$ cat config.mk
export PLATFORM = sky130hd
export DESIGN_NAME = jpeg_frame_size_scanner_core
export DESIGN_NICKNAME = d
export VERILOG_FILES = /design/src/hdl/jfs_pkg.sv /design/src/hdl/jpeg_frame_size_scanner_core.sv /design/src/hdl/jfs_parser.sv /design/src/hdl/jfs_out_reg.sv
export SDC_FILE = /design/constraint.sdc
export NUM_CORES = 1
export LEC_CHECK = 0
export ABC_AREA = 1
export BUFFER_PORTS_ARGS = -buffer_cell sky130_fd_sc_hd__buf_2
export CORE_ASPECT_RATIO = 0.6
export CORE_MARGIN = 5
export CORE_UTILIZATION = 45
export DETAILED_ROUTE_END_ITERATION = 8
export GPL_TIMING_DRIVEN = 0
export PLACE_DENSITY_LB_ADDON = 0.3
export SLEW_MARGIN = 20
export SYNTH_ARGS = -nofsm -noshare
export SYNTH_HDL_FRONTEND = slang
export SYNTH_SLANG_ARGS = --single-unit
$ cat constraint.sdc
create_clock -name aclk -period 12.2 [get_ports aclk]
set_input_delay 2.44 -clock aclk [delete_from_list [all_inputs] [get_ports aclk]]
set_output_delay 2.44 -clock aclk [all_outputs]
set_load 0.005 [all_outputs]
$ cat src/hdl/jfs_pkg.sv
// Shared types and constants for the JPEG frame size scanner.
// Used by the parser, the result register and the top level; no dependencies.
`default_nettype none

package jfs_pkg;

    localparam int COUNT_BITS_DEFAULT = 16;

    typedef enum logic [2:0] {
        ST_FOUND     = 3'd0,
        ST_NO_SOI    = 3'd1,
        ST_STRAY     = 3'd2,
        ST_SOI_EOI   = 3'd3,
        ST_SOF_LEN   = 3'd4,
        ST_SEG_SHORT = 3'd5,
        ST_TRUNC     = 3'd6
    } jfs_status_t;

    typedef struct packed {
        logic [15:0] discarded_count;
        logic [15:0] height;
        logic [15:0] width;
        jfs_status_t status;
    } jfs_result_t;

endpackage

`default_nettype wire

$ cat src/hdl/jpeg_frame_size_scanner_core.sv
// JPEG frame size scanner: takes a JPEG file one byte per word and reports
// one verdict per file, with the frame width and height when an SOF is found.
// One byte is accepted every clock cycle, since each byte costs a single state
// update of the parser. A verdict is registered and reaches the result channel
// at the earliest in the cycle after the byte that decides it. One verdict can
// wait behind a stalled one in a skid register; only while that register is
// full is the input held off, and s_tready comes straight from a register.
// Depends on jfs_pkg, jfs_parser and jfs_out_reg.
`default_nettype none

module jpeg_frame_size_scanner_core #(
    parameter int COUNT_BITS = jfs_pkg::COUNT_BITS_DEFAULT
) (
    input  wire logic        aclk,
    input  wire logic        aresetn,
    input  wire logic        cfg_valid,
    output logic             cfg_ready,
    input  wire logic        cfg_data,     // allow_stray
    input  wire logic        s_tvalid,
    output logic             s_tready,
    input  wire logic [7:0]  s_tdata,      // [7:0] byte_value
    input  wire logic        s_tuser,      // [0] first_byte
    input  wire logic        s_tlast,      // last_byte
    output logic             m_tvalid,
    input  wire logic        m_tready,
    output logic [47:0]      m_tdata,      // [15:0] width, [31:16] height,
                                           // [47:32] discarded_count
    output logic [2:0]       m_tuser       // [2:0] status
);
    import jfs_pkg::*;

    logic        step;
    logic        res_valid;
    jfs_result_t res;
    jfs_result_t out_res;

    assign cfg_ready = 1'b1;
    assign step      = s_tvalid && s_tready;

    jfs_parser #(
        .COUNT_BITS(COUNT_BITS)
    ) u_parser (
        .aclk           (aclk),
        .aresetn        (aresetn),
        .cfg_we         (cfg_valid && cfg_ready),
        .cfg_allow_stray(cfg_data),
        .step           (step),
        .byte_value     (s_tdata),
        .first_byte     (s_tuser),
        .last_byte      (s_tlast),
        .res_valid      (res_valid),
        .res            (res)
    );

    jfs_out_reg u_out_reg (
        .aclk      (aclk),
        .aresetn   (aresetn),
        .load      (step && res_valid),
        .load_res  (res),
        .can_accept(s_tready),
        .out_valid (m_tvalid),
        .out_ready (m_tready),
        .out_res   (out_res)
    );

    assign m_tdata = {out_res.discarded_count, out_res.height, out_res.width};
    assign m_tuser = out_res.status;

`ifndef SYNTH
    a_first_last_gives_verdict: assert property (@(posedge aclk) disable iff (!aresetn)
        s_tvalid && s_tready && s_tlast && s_tuser |=> m_tvalid)
        else $error("A one-byte file produced no verdict.");

    a_error_has_no_size: assert property (@(posedge aclk) disable iff (!aresetn)
        m_tvalid && (m_tuser != ST_FOUND) |-> (m_tdata[31:0] == 32'd0))
        else $error("An error verdict carries a nonzero frame size.");

    a_status_in_range: assert property (@(posedge aclk) disable iff (!aresetn)
        m_tvalid |-> (m_tuser <= ST_TRUNC))
        else $error("Verdict status code is out of range.");
`endif

endmodule

`default_nettype wire

$ cat src/hdl/jfs_parser.sv
// Byte-wise marker parser: updates the parse state for each accepted word and
// forms the verdict of that word. Depends on jfs_pkg.
`default_nettype none

module jfs_parser #(
    parameter int COUNT_BITS = jfs_pkg::COUNT_BITS_DEFAULT
) (
    input  wire logic               aclk,
    input  wire logic               aresetn,
    input  wire logic               cfg_we,
    input  wire logic               cfg_allow_stray,
    input  wire logic               step,
    input  wire logic [7:0]         byte_value,
    input  wire logic               first_byte,
    input  wire logic               last_byte,
    output logic                    res_valid,
    output jfs_pkg::jfs_result_t    res
);
    import jfs_pkg::*;

    localparam logic [7:0] BYTE_FF  = 8'hFF;
    localparam logic [7:0] BYTE_SOI = 8'hD8;
    localparam logic [7:0] BYTE_EOI = 8'hD9;
    localparam int WIDE_BITS = (COUNT_BITS > 16) ? COUNT_BITS : 16;

    typedef enum logic [2:0] {
        PH_SOI0, PH_SOI1, PH_HUNT, PH_FILL, PH_SOFH, PH_SLEN, PH_SKIP
    } phase_t;

    phase_t                  phase_reg, phase_next, cur_phase;
    logic [2:0]              index_reg, index_next, cur_index;
    logic [15:0]             skip_reg, skip_next, cur_skip;
    logic [15:0]             seglen_reg, seglen_next, cur_seglen;
    logic [15:0]             height_reg, height_next, cur_height;
    logic [15:0]             width_reg, width_next, cur_width;
    logic [COUNT_BITS-1:0]   stray_reg, stray_next, cur_stray;
    logic                    verdict_reg, verdict_next, cur_verdict;
    logic                    allow_stray_reg;
    logic                    hit;
    jfs_status_t             status;
    logic [15:0]             full_len;
    logic [9:0]              sof_len;
    logic                    frame_marker;
    logic [WIDE_BITS-1:0]    stray_wide;

    assign frame_marker = (byte_value[7:4] == 4'hC) && (byte_value[3:0] != 4'h4)
                          && (byte_value[3:0] != 4'h8) && (byte_value[3:0] != 4'hC);
    assign full_len = {cur_seglen[15:8], byte_value};
    assign sof_len  = 10'd8 + {1'b0, byte_value, 1'b0} + {2'b00, byte_value};

    always_comb begin
        cur_phase   = first_byte ? PH_SOI0 : phase_reg;
        cur_index   = first_byte ? 3'd0 : index_reg;
        cur_skip    = first_byte ? 16'd0 : skip_reg;
        cur_seglen  = first_byte ? 16'd0 : seglen_reg;
        cur_height  = first_byte ? 16'd0 : height_reg;
        cur_width   = first_byte ? 16'd0 : width_reg;
        cur_stray   = first_byte ? '0 : stray_reg;
        cur_verdict = first_byte ? 1'b0 : verdict_reg;

        phase_next   = cur_phase;
        index_next   = cur_index;
        skip_next    = cur_skip;
        seglen_next  = cur_seglen;
        height_next  = cur_height;
        width_next   = cur_width;
        stray_next   = cur_stray;
        verdict_next = cur_verdict;
        hit          = 1'b0;
        status       = ST_FOUND;

        if (!cur_verdict) begin
            unique case (cur_phase)
                PH_SOI0: begin
                    index_next = (byte_value != BYTE_FF) ? 3'd1 : 3'd0;
                    phase_next = PH_SOI1;
                end
                PH_SOI1: begin
                    if (cur_index != 3'd0 || byte_value != BYTE_SOI) begin
                        hit    = 1'b1;
                        status = ST_NO_SOI;
                    end else begin
                        index_next = 3'd0;
                        phase_next = PH_HUNT;
                    end
                end
                PH_HUNT: begin
                    if (byte_value == BYTE_FF) begin
                        phase_next = PH_FILL;
                    end else if (allow_stray_reg) begin
                        if (cur_stray != '1) begin
                            stray_next = cur_stray + 1'b1;
                        end
                    end else begin
                        hit    = 1'b1;
                        status = ST_STRAY;
                    end
                end
                PH_FILL: begin
                    if (byte_value != BYTE_FF) begin
                        index_next = 3'd0;
                        if (frame_marker) begin
                            phase_next = PH_SOFH;
                        end else if (byte_value == BYTE_SOI || byte_value == BYTE_EOI) begin
                            hit    = 1'b1;
                            status = ST_SOI_EOI;
                        end else begin
                            phase_next = PH_SLEN;
                        end
                    end
                end
                PH_SOFH: begin
                    index_next = cur_index + 3'd1;
                    case (cur_index)
                        3'd0: seglen_next = {byte_value, 8'h00};
                        3'd1: seglen_next = {cur_seglen[15:8], byte_value};
                        3'd3: height_next = {byte_value, 8'h00};
                        3'd4: height_next = {cur_height[15:8], byte_value};
                        3'd5: width_next  = {byte_value, 8'h00};
                        3'd6: width_next  = {cur_width[15:8], byte_value};
                        3'd7: begin
                            hit        = 1'b1;
                            index_next = cur_index;
                            status     = (cur_seglen == {6'd0, sof_len}) ? ST_FOUND
                                                                         : ST_SOF_LEN;
                        end
                        default: ;
                    endcase
                end
                PH_SLEN: begin
                    if (cur_index == 3'd0) begin
                        seglen_next = {byte_value, 8'h00};
                        index_next  = 3'd1;
                    end else begin
                        seglen_next = full_len;
                        index_next  = 3'd0;
                        if (full_len < 16'd2) begin
                            hit    = 1'b1;
                            status = ST_SEG_SHORT;
                        end else begin
                            skip_next  = full_len - 16'd2;
                            phase_next = (full_len != 16'd2) ? PH_SKIP : PH_HUNT;
                        end
                    end
                end
                PH_SKIP: begin
                    if (cur_skip != 16'd0) begin
                        skip_next = cur_skip - 16'd1;
                    end
                    if (cur_skip <= 16'd1) begin
                        phase_next = PH_HUNT;
                    end
                end
                default: ;
            endcase

            if (!hit && last_byte) begin
                hit    = 1'b1;
                status = ST_TRUNC;
            end
            if (hit) begin
                verdict_next = 1'b1;
            end
        end
    end

    assign stray_wide = WIDE_BITS'(stray_next);

    always_comb begin
        res_valid           = hit;
        res.status          = status;
        res.width           = (status == ST_FOUND) ? cur_width : 16'd0;
        res.height          = (status == ST_FOUND) ? cur_height : 16'd0;
        res.discarded_count = (stray_wide > WIDE_BITS'(17'h0FFFF)) ? 16'hFFFF
                                                                   : stray_wide[15:0];
    end

    always_ff @(posedge aclk) begin
        if (!aresetn) begin
            phase_reg       <= PH_SOI0;
            index_reg       <= 3'd0;
            skip_reg        <= 16'd0;
            seglen_reg      <= 16'd0;
            height_reg      <= 16'd0;
            width_reg       <= 16'd0;
            stray_reg       <= '0;
            verdict_reg     <= 1'b0;
            allow_stray_reg <= 1'b0;
        end else begin
            if (cfg_we) begin
                allow_stray_reg <= cfg_allow_stray;
            end
            if (step) begin
                phase_reg   <= phase_next;
                index_reg   <= index_next;
                skip_reg    <= skip_next;
                seglen_reg  <= seglen_next;
                height_reg  <= height_next;
                width_reg   <= width_next;
                stray_reg   <= stray_next;
                verdict_reg <= verdict_next;
            end
        end
    end

endmodule

`default_nettype wire

$ cat src/hdl/jfs_out_reg.sv
// Result register with a one-entry skid buffer between the parser and the output channel.
// Depends on jfs_pkg for the result type.
`default_nettype none

module jfs_out_reg (
    input  wire logic                 aclk,
    input  wire logic                 aresetn,
    input  wire logic                 load,
    input  wire jfs_pkg::jfs_result_t load_res,
    output logic                      can_accept,
    output logic                      out_valid,
    input  wire logic                 out_ready,
    output jfs_pkg::jfs_result_t      out_res
);
    import jfs_pkg::*;

    logic        valid_reg;
    jfs_result_t res_reg;
    logic        skid_valid_reg;
    jfs_result_t skid_reg;
    logic        main_free;

    assign main_free  = !valid_reg || out_ready;
    assign can_accept = !skid_valid_reg;
    assign out_valid  = valid_reg;
    assign out_res    = res_reg;

    always_ff @(posedge aclk) begin
        if (!aresetn) begin
            valid_reg      <= 1'b0;
            skid_valid_reg <= 1'b0;
        end else if (main_free) begin
            valid_reg      <= skid_valid_reg || load;
            skid_valid_reg <= 1'b0;
        end else if (load) begin
            skid_valid_reg <= 1'b1;
        end
    end

    always_ff @(posedge aclk) begin
        if (main_free) begin
            if (skid_valid_reg) begin
                res_reg <= skid_reg;
            end else if (load) begin
                res_reg <= load_res;
            end
        end
        if (load && !main_free) begin
            skid_reg <= load_res;
        end
    end

endmodule

`default_nettype wire
# Word level (Yosys, flattened, before mapping)
# Index checks and enable logic that the tools add are counted.
# op_classes
addsub	6
magnitude_cmp	3
n_eq_ne	24
mux	80
bitwise	1
reduce_logical	23
# op_table
op	n
$mux W16	23
$pmux W16 S2	5
$mux W51	2
$mux W3	25
$pmux W3 S5	2
$eq A8 B8 Y1 const B	3
$eq A3 B3 Y1 const B	7
$mux W1	19
$pmux W3 S6	1
$add A16 B1 Y16 const B	1
$eq A16 B10 Y1	1
$gt A16 B16 Y1 const B	1
$le A16 B1 Y1 const B	1
$lt A16 B2 Y1 const B	1
$ne A16 B16 Y1 const B	1
$ne A16 B2 Y1 const B	1
$ne A8 B8 Y1 const B	2
$reduce_bool A16 Y1	1
$sub A16 B1 Y16 const B	1
$sub A16 B2 Y16 const B	1
$add A10 B8 Y10	1
$add A4 B9 Y10 const A	1
$eq A3 B2 Y1 const B	3
$logic_not A3 Y1	3
other kinds (15)	30
# word_totals
regBits	192
in_bits	16
output_inout_bits	54
wordCells	156

# Longest topological paths before layout
# depth
ltp_word	16
mapped_depth	22
ltp_nobuf	21

# Hierarchy
# A second synthesis with hierarchy kept.
# unflattened
cells_unflattened	1475
area_unflattened_um2	11273.3
# modules_own_cells
module	instances	cells_per_inst	area_per_inst_um2	seq_area_each_um2
jfs_parser	1	1192	7345.8	1761.7
jfs_out_reg	1	277	3898.7	3103.0
jpeg_frame_size_scanner_core	1	6	28.8	0.0

# Least setup slack after synthesis
# OpenSTA, ideal clock, no wires.
# synth_path
path_type	input to register
startpoint	in s_tuser
endpoint	reg u_out_reg.res_reg, in the netlist u_out_reg.out_res[0] (enable)
setup_time_ns	0.477
arrival_ns	6.599
required_time_ns	11.723
path_slack_ns	5.125
stages	15
path_buffers	3
cell_sequence	buf_4 -> buf_2 -> buf_2 -> nor2_1 -> inv_1 -> ha_1 -> inv_1 -> nor2_4 -> nor2_2 -> nand3_1 -> nand2_1 -> nor2_1 -> nand2_1 -> nand2_1 -> a21oi_1
# synth_via
elab_chain_len	14
elab_cells_between_ends	28
classes_between	1 x order compare; 6 x eq/ne; 13 x mux; 8 x reduce/logical
# synth_rtl
element	line_no	source
from (decl)	jpeg_frame_size_scanner_core.sv:22	input wire logic s_tuser,
$mux W16 or $mux W3 (tied branches)	jfs_parser.sv:55, jfs_parser.sv:53	
$lt A16 B2 Y1 or $reduce_bool A3 Y1 (tied branches)	jfs_parser.sv:137, jfs_parser.sv:79	
$mux W1 or $logic_or A1 B1 Y1 (tied branches)	jfs_parser.sv:137, jfs_parser.sv:79	
$mux W1, on equally long branches	jfs_parser.sv:131, jfs_parser.sv:79	
$pmux W1 S5	jfs_parser.sv:73	unique case (cur_phase)
$mux W1	jfs_parser.sv:72	if (!cur_verdict) begin
$logic_not A1 Y1	jfs_parser.sv:157	if (!hit && last_byte) begin
$logic_and A1 B1 Y1	jfs_parser.sv:157	
$mux W1	jfs_parser.sv:157	
$mux W1	jfs_parser.sv:72	
$mux W1 (*)	jfs_parser.sv:72	
$logic_and A1 B1 Y1 (*)	jpeg_frame_size_scanner_core.sv:58	.load (step && res_valid),
$reduce_bool A2 Y1 (no line) (*)	-	
$reduce_and A2 Y1 (no line) (*)	-	
to (signal assigned)	jfs_out_reg.sv:43	res_reg <= skid_reg;
to (signal assigned)	jfs_out_reg.sv:45	res_reg <= load_res;
to (decl)	jfs_out_reg.sv:18	jfs_result_t res_reg;
# Every way passes the cells marked *; elsewhere a longest branch is shown, timed or not. The select of a mux whose other input is x is not followed.
# A chain may end at the register's enable or synchronous reset.

# Worst setup path after layout
# layout_path
startpoint	in s_tuser
endpoint	reg u_out_reg.skid_reg[9] in the netlist's numbering (enable)
# layout_via
elab_chain_len	13
elab_cells_between_ends	27
classes_between	1 x order compare; 6 x eq/ne; 13 x mux; 7 x reduce/logical
# layout_rtl
element	line_no	source
$mux W16 or $mux W3 (tied branches)	jfs_parser.sv:55, jfs_parser.sv:53	
$lt A16 B2 Y1 or $reduce_bool A3 Y1 (tied branches)	jfs_parser.sv:137, jfs_parser.sv:79	
$mux W1 or $logic_or A1 B1 Y1 (tied branches)	jfs_parser.sv:137, jfs_parser.sv:79	
$mux W1, on equally long branches	jfs_parser.sv:131, jfs_parser.sv:79	
$pmux W1 S5	jfs_parser.sv:73	
$mux W1	jfs_parser.sv:72	
$logic_not A1 Y1	jfs_parser.sv:157	
$logic_and A1 B1 Y1	jfs_parser.sv:157	
$mux W1	jfs_parser.sv:157	
$mux W1	jfs_parser.sv:72	
$mux W1 (*)	jfs_parser.sv:72	
$logic_and A1 B1 Y1 (*)	jpeg_frame_size_scanner_core.sv:58	
$logic_and A1 B1 Y1 (*)	jfs_out_reg.sv:48	if (load && !main_free) begin
to (signal assigned)	jfs_out_reg.sv:49	skid_reg <= load_res;
to (decl)	jfs_out_reg.sv:20	jfs_result_t skid_reg;
# Marked as above.

==> results.yml <==
power_and_ir_drop:
  power.switching_mw: 0.436
  p_sw_share_pct: 28.4
  ir_drop_mv: 0.0845
  p_clk_share_pct: 39.1
  leakage_nw: 5.50
  p_per_area_nw_per_um2: 121
  combPwrFrac_pct: 14.4
  intPower_mw: 1.10
  total_power_mw: 1.54
  p_seq_share_pct: 46.6
floorplanning:
  ios: 70
  core_um2: 24400
  dieArea_um2: 28400
  start_util_pct: 46.2
  die_y_um: 133
  die_w_um: 214
  rows: 44
placed_design:
  dp.cells: 1863
  port_buffers: 67
  gp_congestion: 0.993
  dp_hpwl_mm: 27.7
sta:
  fin_crit_ns: 6.00
  skew_ns: 0.0133
  finalSetupTns_ns: 0
  rsz0062_at_grt: "no"
  max_freq_ghz: 0.167
  drv_slew: 0
  finalSetupViolations: 0
  final_hold_viol_count: 0
  relSlewSlack_pct: 32.7
  worst_pin_slew_ns: 1.01
  period_share_pct: 49.2
layout:
  seqCellArea_um2: 4860
  multi_input_area_um2: 5330
  drive_gt1_share_pct: 12.6
  antenna_cells: 0
  fin_nets: 1612
  syn_to_final_growth_pct: 13.2
  fin_cells: 1895
  fill_cells: 2322
synthesis:
  ys_seq_area_share_pct: 43.2
  synthArstFlopShare_pct: 0
  mappedNetlistArea_um2: 11300
  syn_nets: 1522
  ys_types: 52
  synth_top_area_cell: "edfxtp_1"
  synth_cells: 1470
  synthTopCellsByArea: "edfxtp_1 (27%), dfxtp_1 (16%), nand2_1 (12%)"
  ys.flop_type: "edfxtp_1"
  ys_seq_elements: 192
  synth_warnings: 0
  ys_top_cells_by_count: "nand2_1 (348), inv_1 (181), nor2_1 (137)"
  synth_edf_count: 102
  synth_top_area_share_pct: 27.2
  synth.avg_cell_area_um2: 7.66
  yosysMostFrequentCell: "nand2_1"
global_route:
  grt_pass1_wl_mm: 56.3
  grt_max_degree: 27
  use_met1_pct: 37.6
  grt_overflow: 0
  use_met3_pct: 9.16
  grtUsageTotal_pct: 25.3
  top_usage_layer: "met1"
  met2_usage_pct: 34.7
  antenna_found_initial: 0
  grt_pass1_vias: 9853
clock_network:
  holdBufCountCts: 0
  cts_tree: "yes"
  clock-sinks: 192
  root_buffer: "clkbuf_16"
  cts_buffers: 17
  post_cts_buffers: 0
  clk_pin_slew_ns: 0.08
  clockBufferDepth: 2
  post_cts_resized: 0
  htreeDepth: 4
  clkLatencyLatePin_ns: 0.46
setup_path:
  rr_worst_depth: 15
  regToRegSetupSlack_ns: 8.67
  path_class: "input port to flop"
  crit_required_ns: 12.36
  critPathCaptureType: "flop"
  crit_arrival_ns: 6.16
  worstPathMaxFanout: 26
  r2r-start: "u_parser.index_reg[0]$_SDFFE_PN0P_"
  worstReg2RegEnd: "u_out_reg.skid_reg[9]$_DFFE_PP_"
  cpPeakStageDelay_ns: 0.52
  start_kind: "input port"
  cpMaxStageDelayCell: "nor2_4"
  path_cells: "buf_2 > buf_4 > buf_2 > buf_2 > nor2_1 > inv_1 > ha_1 > inv_1 > nor2_4 > nor2_2 > nand3_1 > nand2_1 > nor2_1 > nand2_1 > nand2_1 > nor2_4 > buf_16 > buf_12"
min_path:
  worstHoldStart: "u_parser.skip_reg[3]$_SDFFE_PN0P_"
  hold_class: "flop to flop"
  min_to: "u_parser.skip_reg[3]$_SDFFE_PN0P_"
  hold-path-cell-count: 2
drt:
  antenna_left: 0
  routed_wl_mm: 37.0
  firstDrtPassIters: 7
  drcViolationCount: 0
  vias: 10660
  drt_iter0_drc: 1473
  avgViaCountPerCell: 5.63
  wl_per_cell_um: 19.5
job:
  cap_violations: 0
outcome:
  status: "finished, final reports clean"
routing by layer:
layer  wire (um)  share of wire (%)
met1       17200                 46
met4         719                1.9
met2       14400                 39
met3        4730                 13
met5           0                  0
metrics by stage:
step / worst slack [ns] / util, % / instance area (um2) / hold WS (ns)
detailed placement: 5.90 / 49.7 / 12100 / 0.457
floorplan: 5.12 / - / 11300 / 0.439
global placement: 3.03 / 49.2 / 12000 / 0.453
CTS: 6.37 / 52.2 / 12700 / 0.469
finish: 6.20 / 52.2 / 12700 / 0.465
global route: 6.07 / 52.2 / 12700 / 0.487
worst max-delay path, delay by kind of cell:
family | cells | cell delay [ns]
buf+inv | 8 | 1.51
fa+ha+maj | 1 | 0.20
simple gates | 9 | 1.96
kinds of logic after synthesis:
| family | Yosys count | share of synthesized area (%) |
|---|---|---|
| other | 1 | 0.0333 |
| buffers and inverters | 265 | 9.62 |
| and+or+nand+nor | 659 | 26.3 |
| AOI/OAI and AO/OA | 296 | 15.0 |
| DFF | 192 | 43.2 |
| adders and majority gates | 36 | 4.07 |
| xor gates and xnor gates | 21 | 1.70 |
layout by cell type (no fill, tap or decap), drive strengths merged, types with 3 or more instances in the layout:
master,Yosys,final
o22ai,9,9
nand2,357,357
a211oi,24,24
a32oi,3,3
nand3,57,57
buf,25,96
inv,193,198
clkinv,3,8
a31oi,16,16
clkbuf,44,64
nor3,38,38
nor2,154,154
a21oi,101,101
o211ai,11,11
xnor2,3,3
nand4,46,46
edfxtp,102,102
o21ai,113,113
o2111ai,3,3
ha,35,35
xor2,18,18
o31ai,3,3
dfxtp,90,90
final cells by class:
class	count	share of cell area (%)
inverter	196	5.77
timing repair buffer	71	3.44
buffer	69	2.73
multi-input combinational	1013	41.8
tap	322	3.16
sequential	192	38.2
clock inverter	12	1.13
clock buffer	20	3.76
power groups by stage:
stage                     Combinational [mW]  Sequential, mW  Clock, mW
after detailed placement               0.214           0.730          0
after global routing                   0.240           0.718      0.633
after CTS                              0.215           0.715      0.607
final                                  0.221           0.716      0.600
after floorplan                        0.134           0.731          0
after global placement                 0.206           0.732          0
how the worst max path moves through the flow:
stage | startpoint | to | slack (ns)
CTS | s_tuser | u_out_reg.skid_reg[10]$_DFFE_PP_ | 6.37
global placement | s_tuser | u_out_reg.out_res[16]$_DFFE_PP_ | 3.03
global route | s_tuser | u_out_reg.skid_reg[8]$_DFFE_PP_ | 6.07
floorplan | s_tuser | u_out_reg.out_res[0]$_DFFE_PP_ | 5.12
detailed placement | s_tuser | u_out_reg.skid_reg[10]$_DFFE_PP_ | 5.90
finish | s_tuser | u_out_reg.skid_reg[9]$_DFFE_PP_ | 6.20
Power figures use the tool's default switching activity.
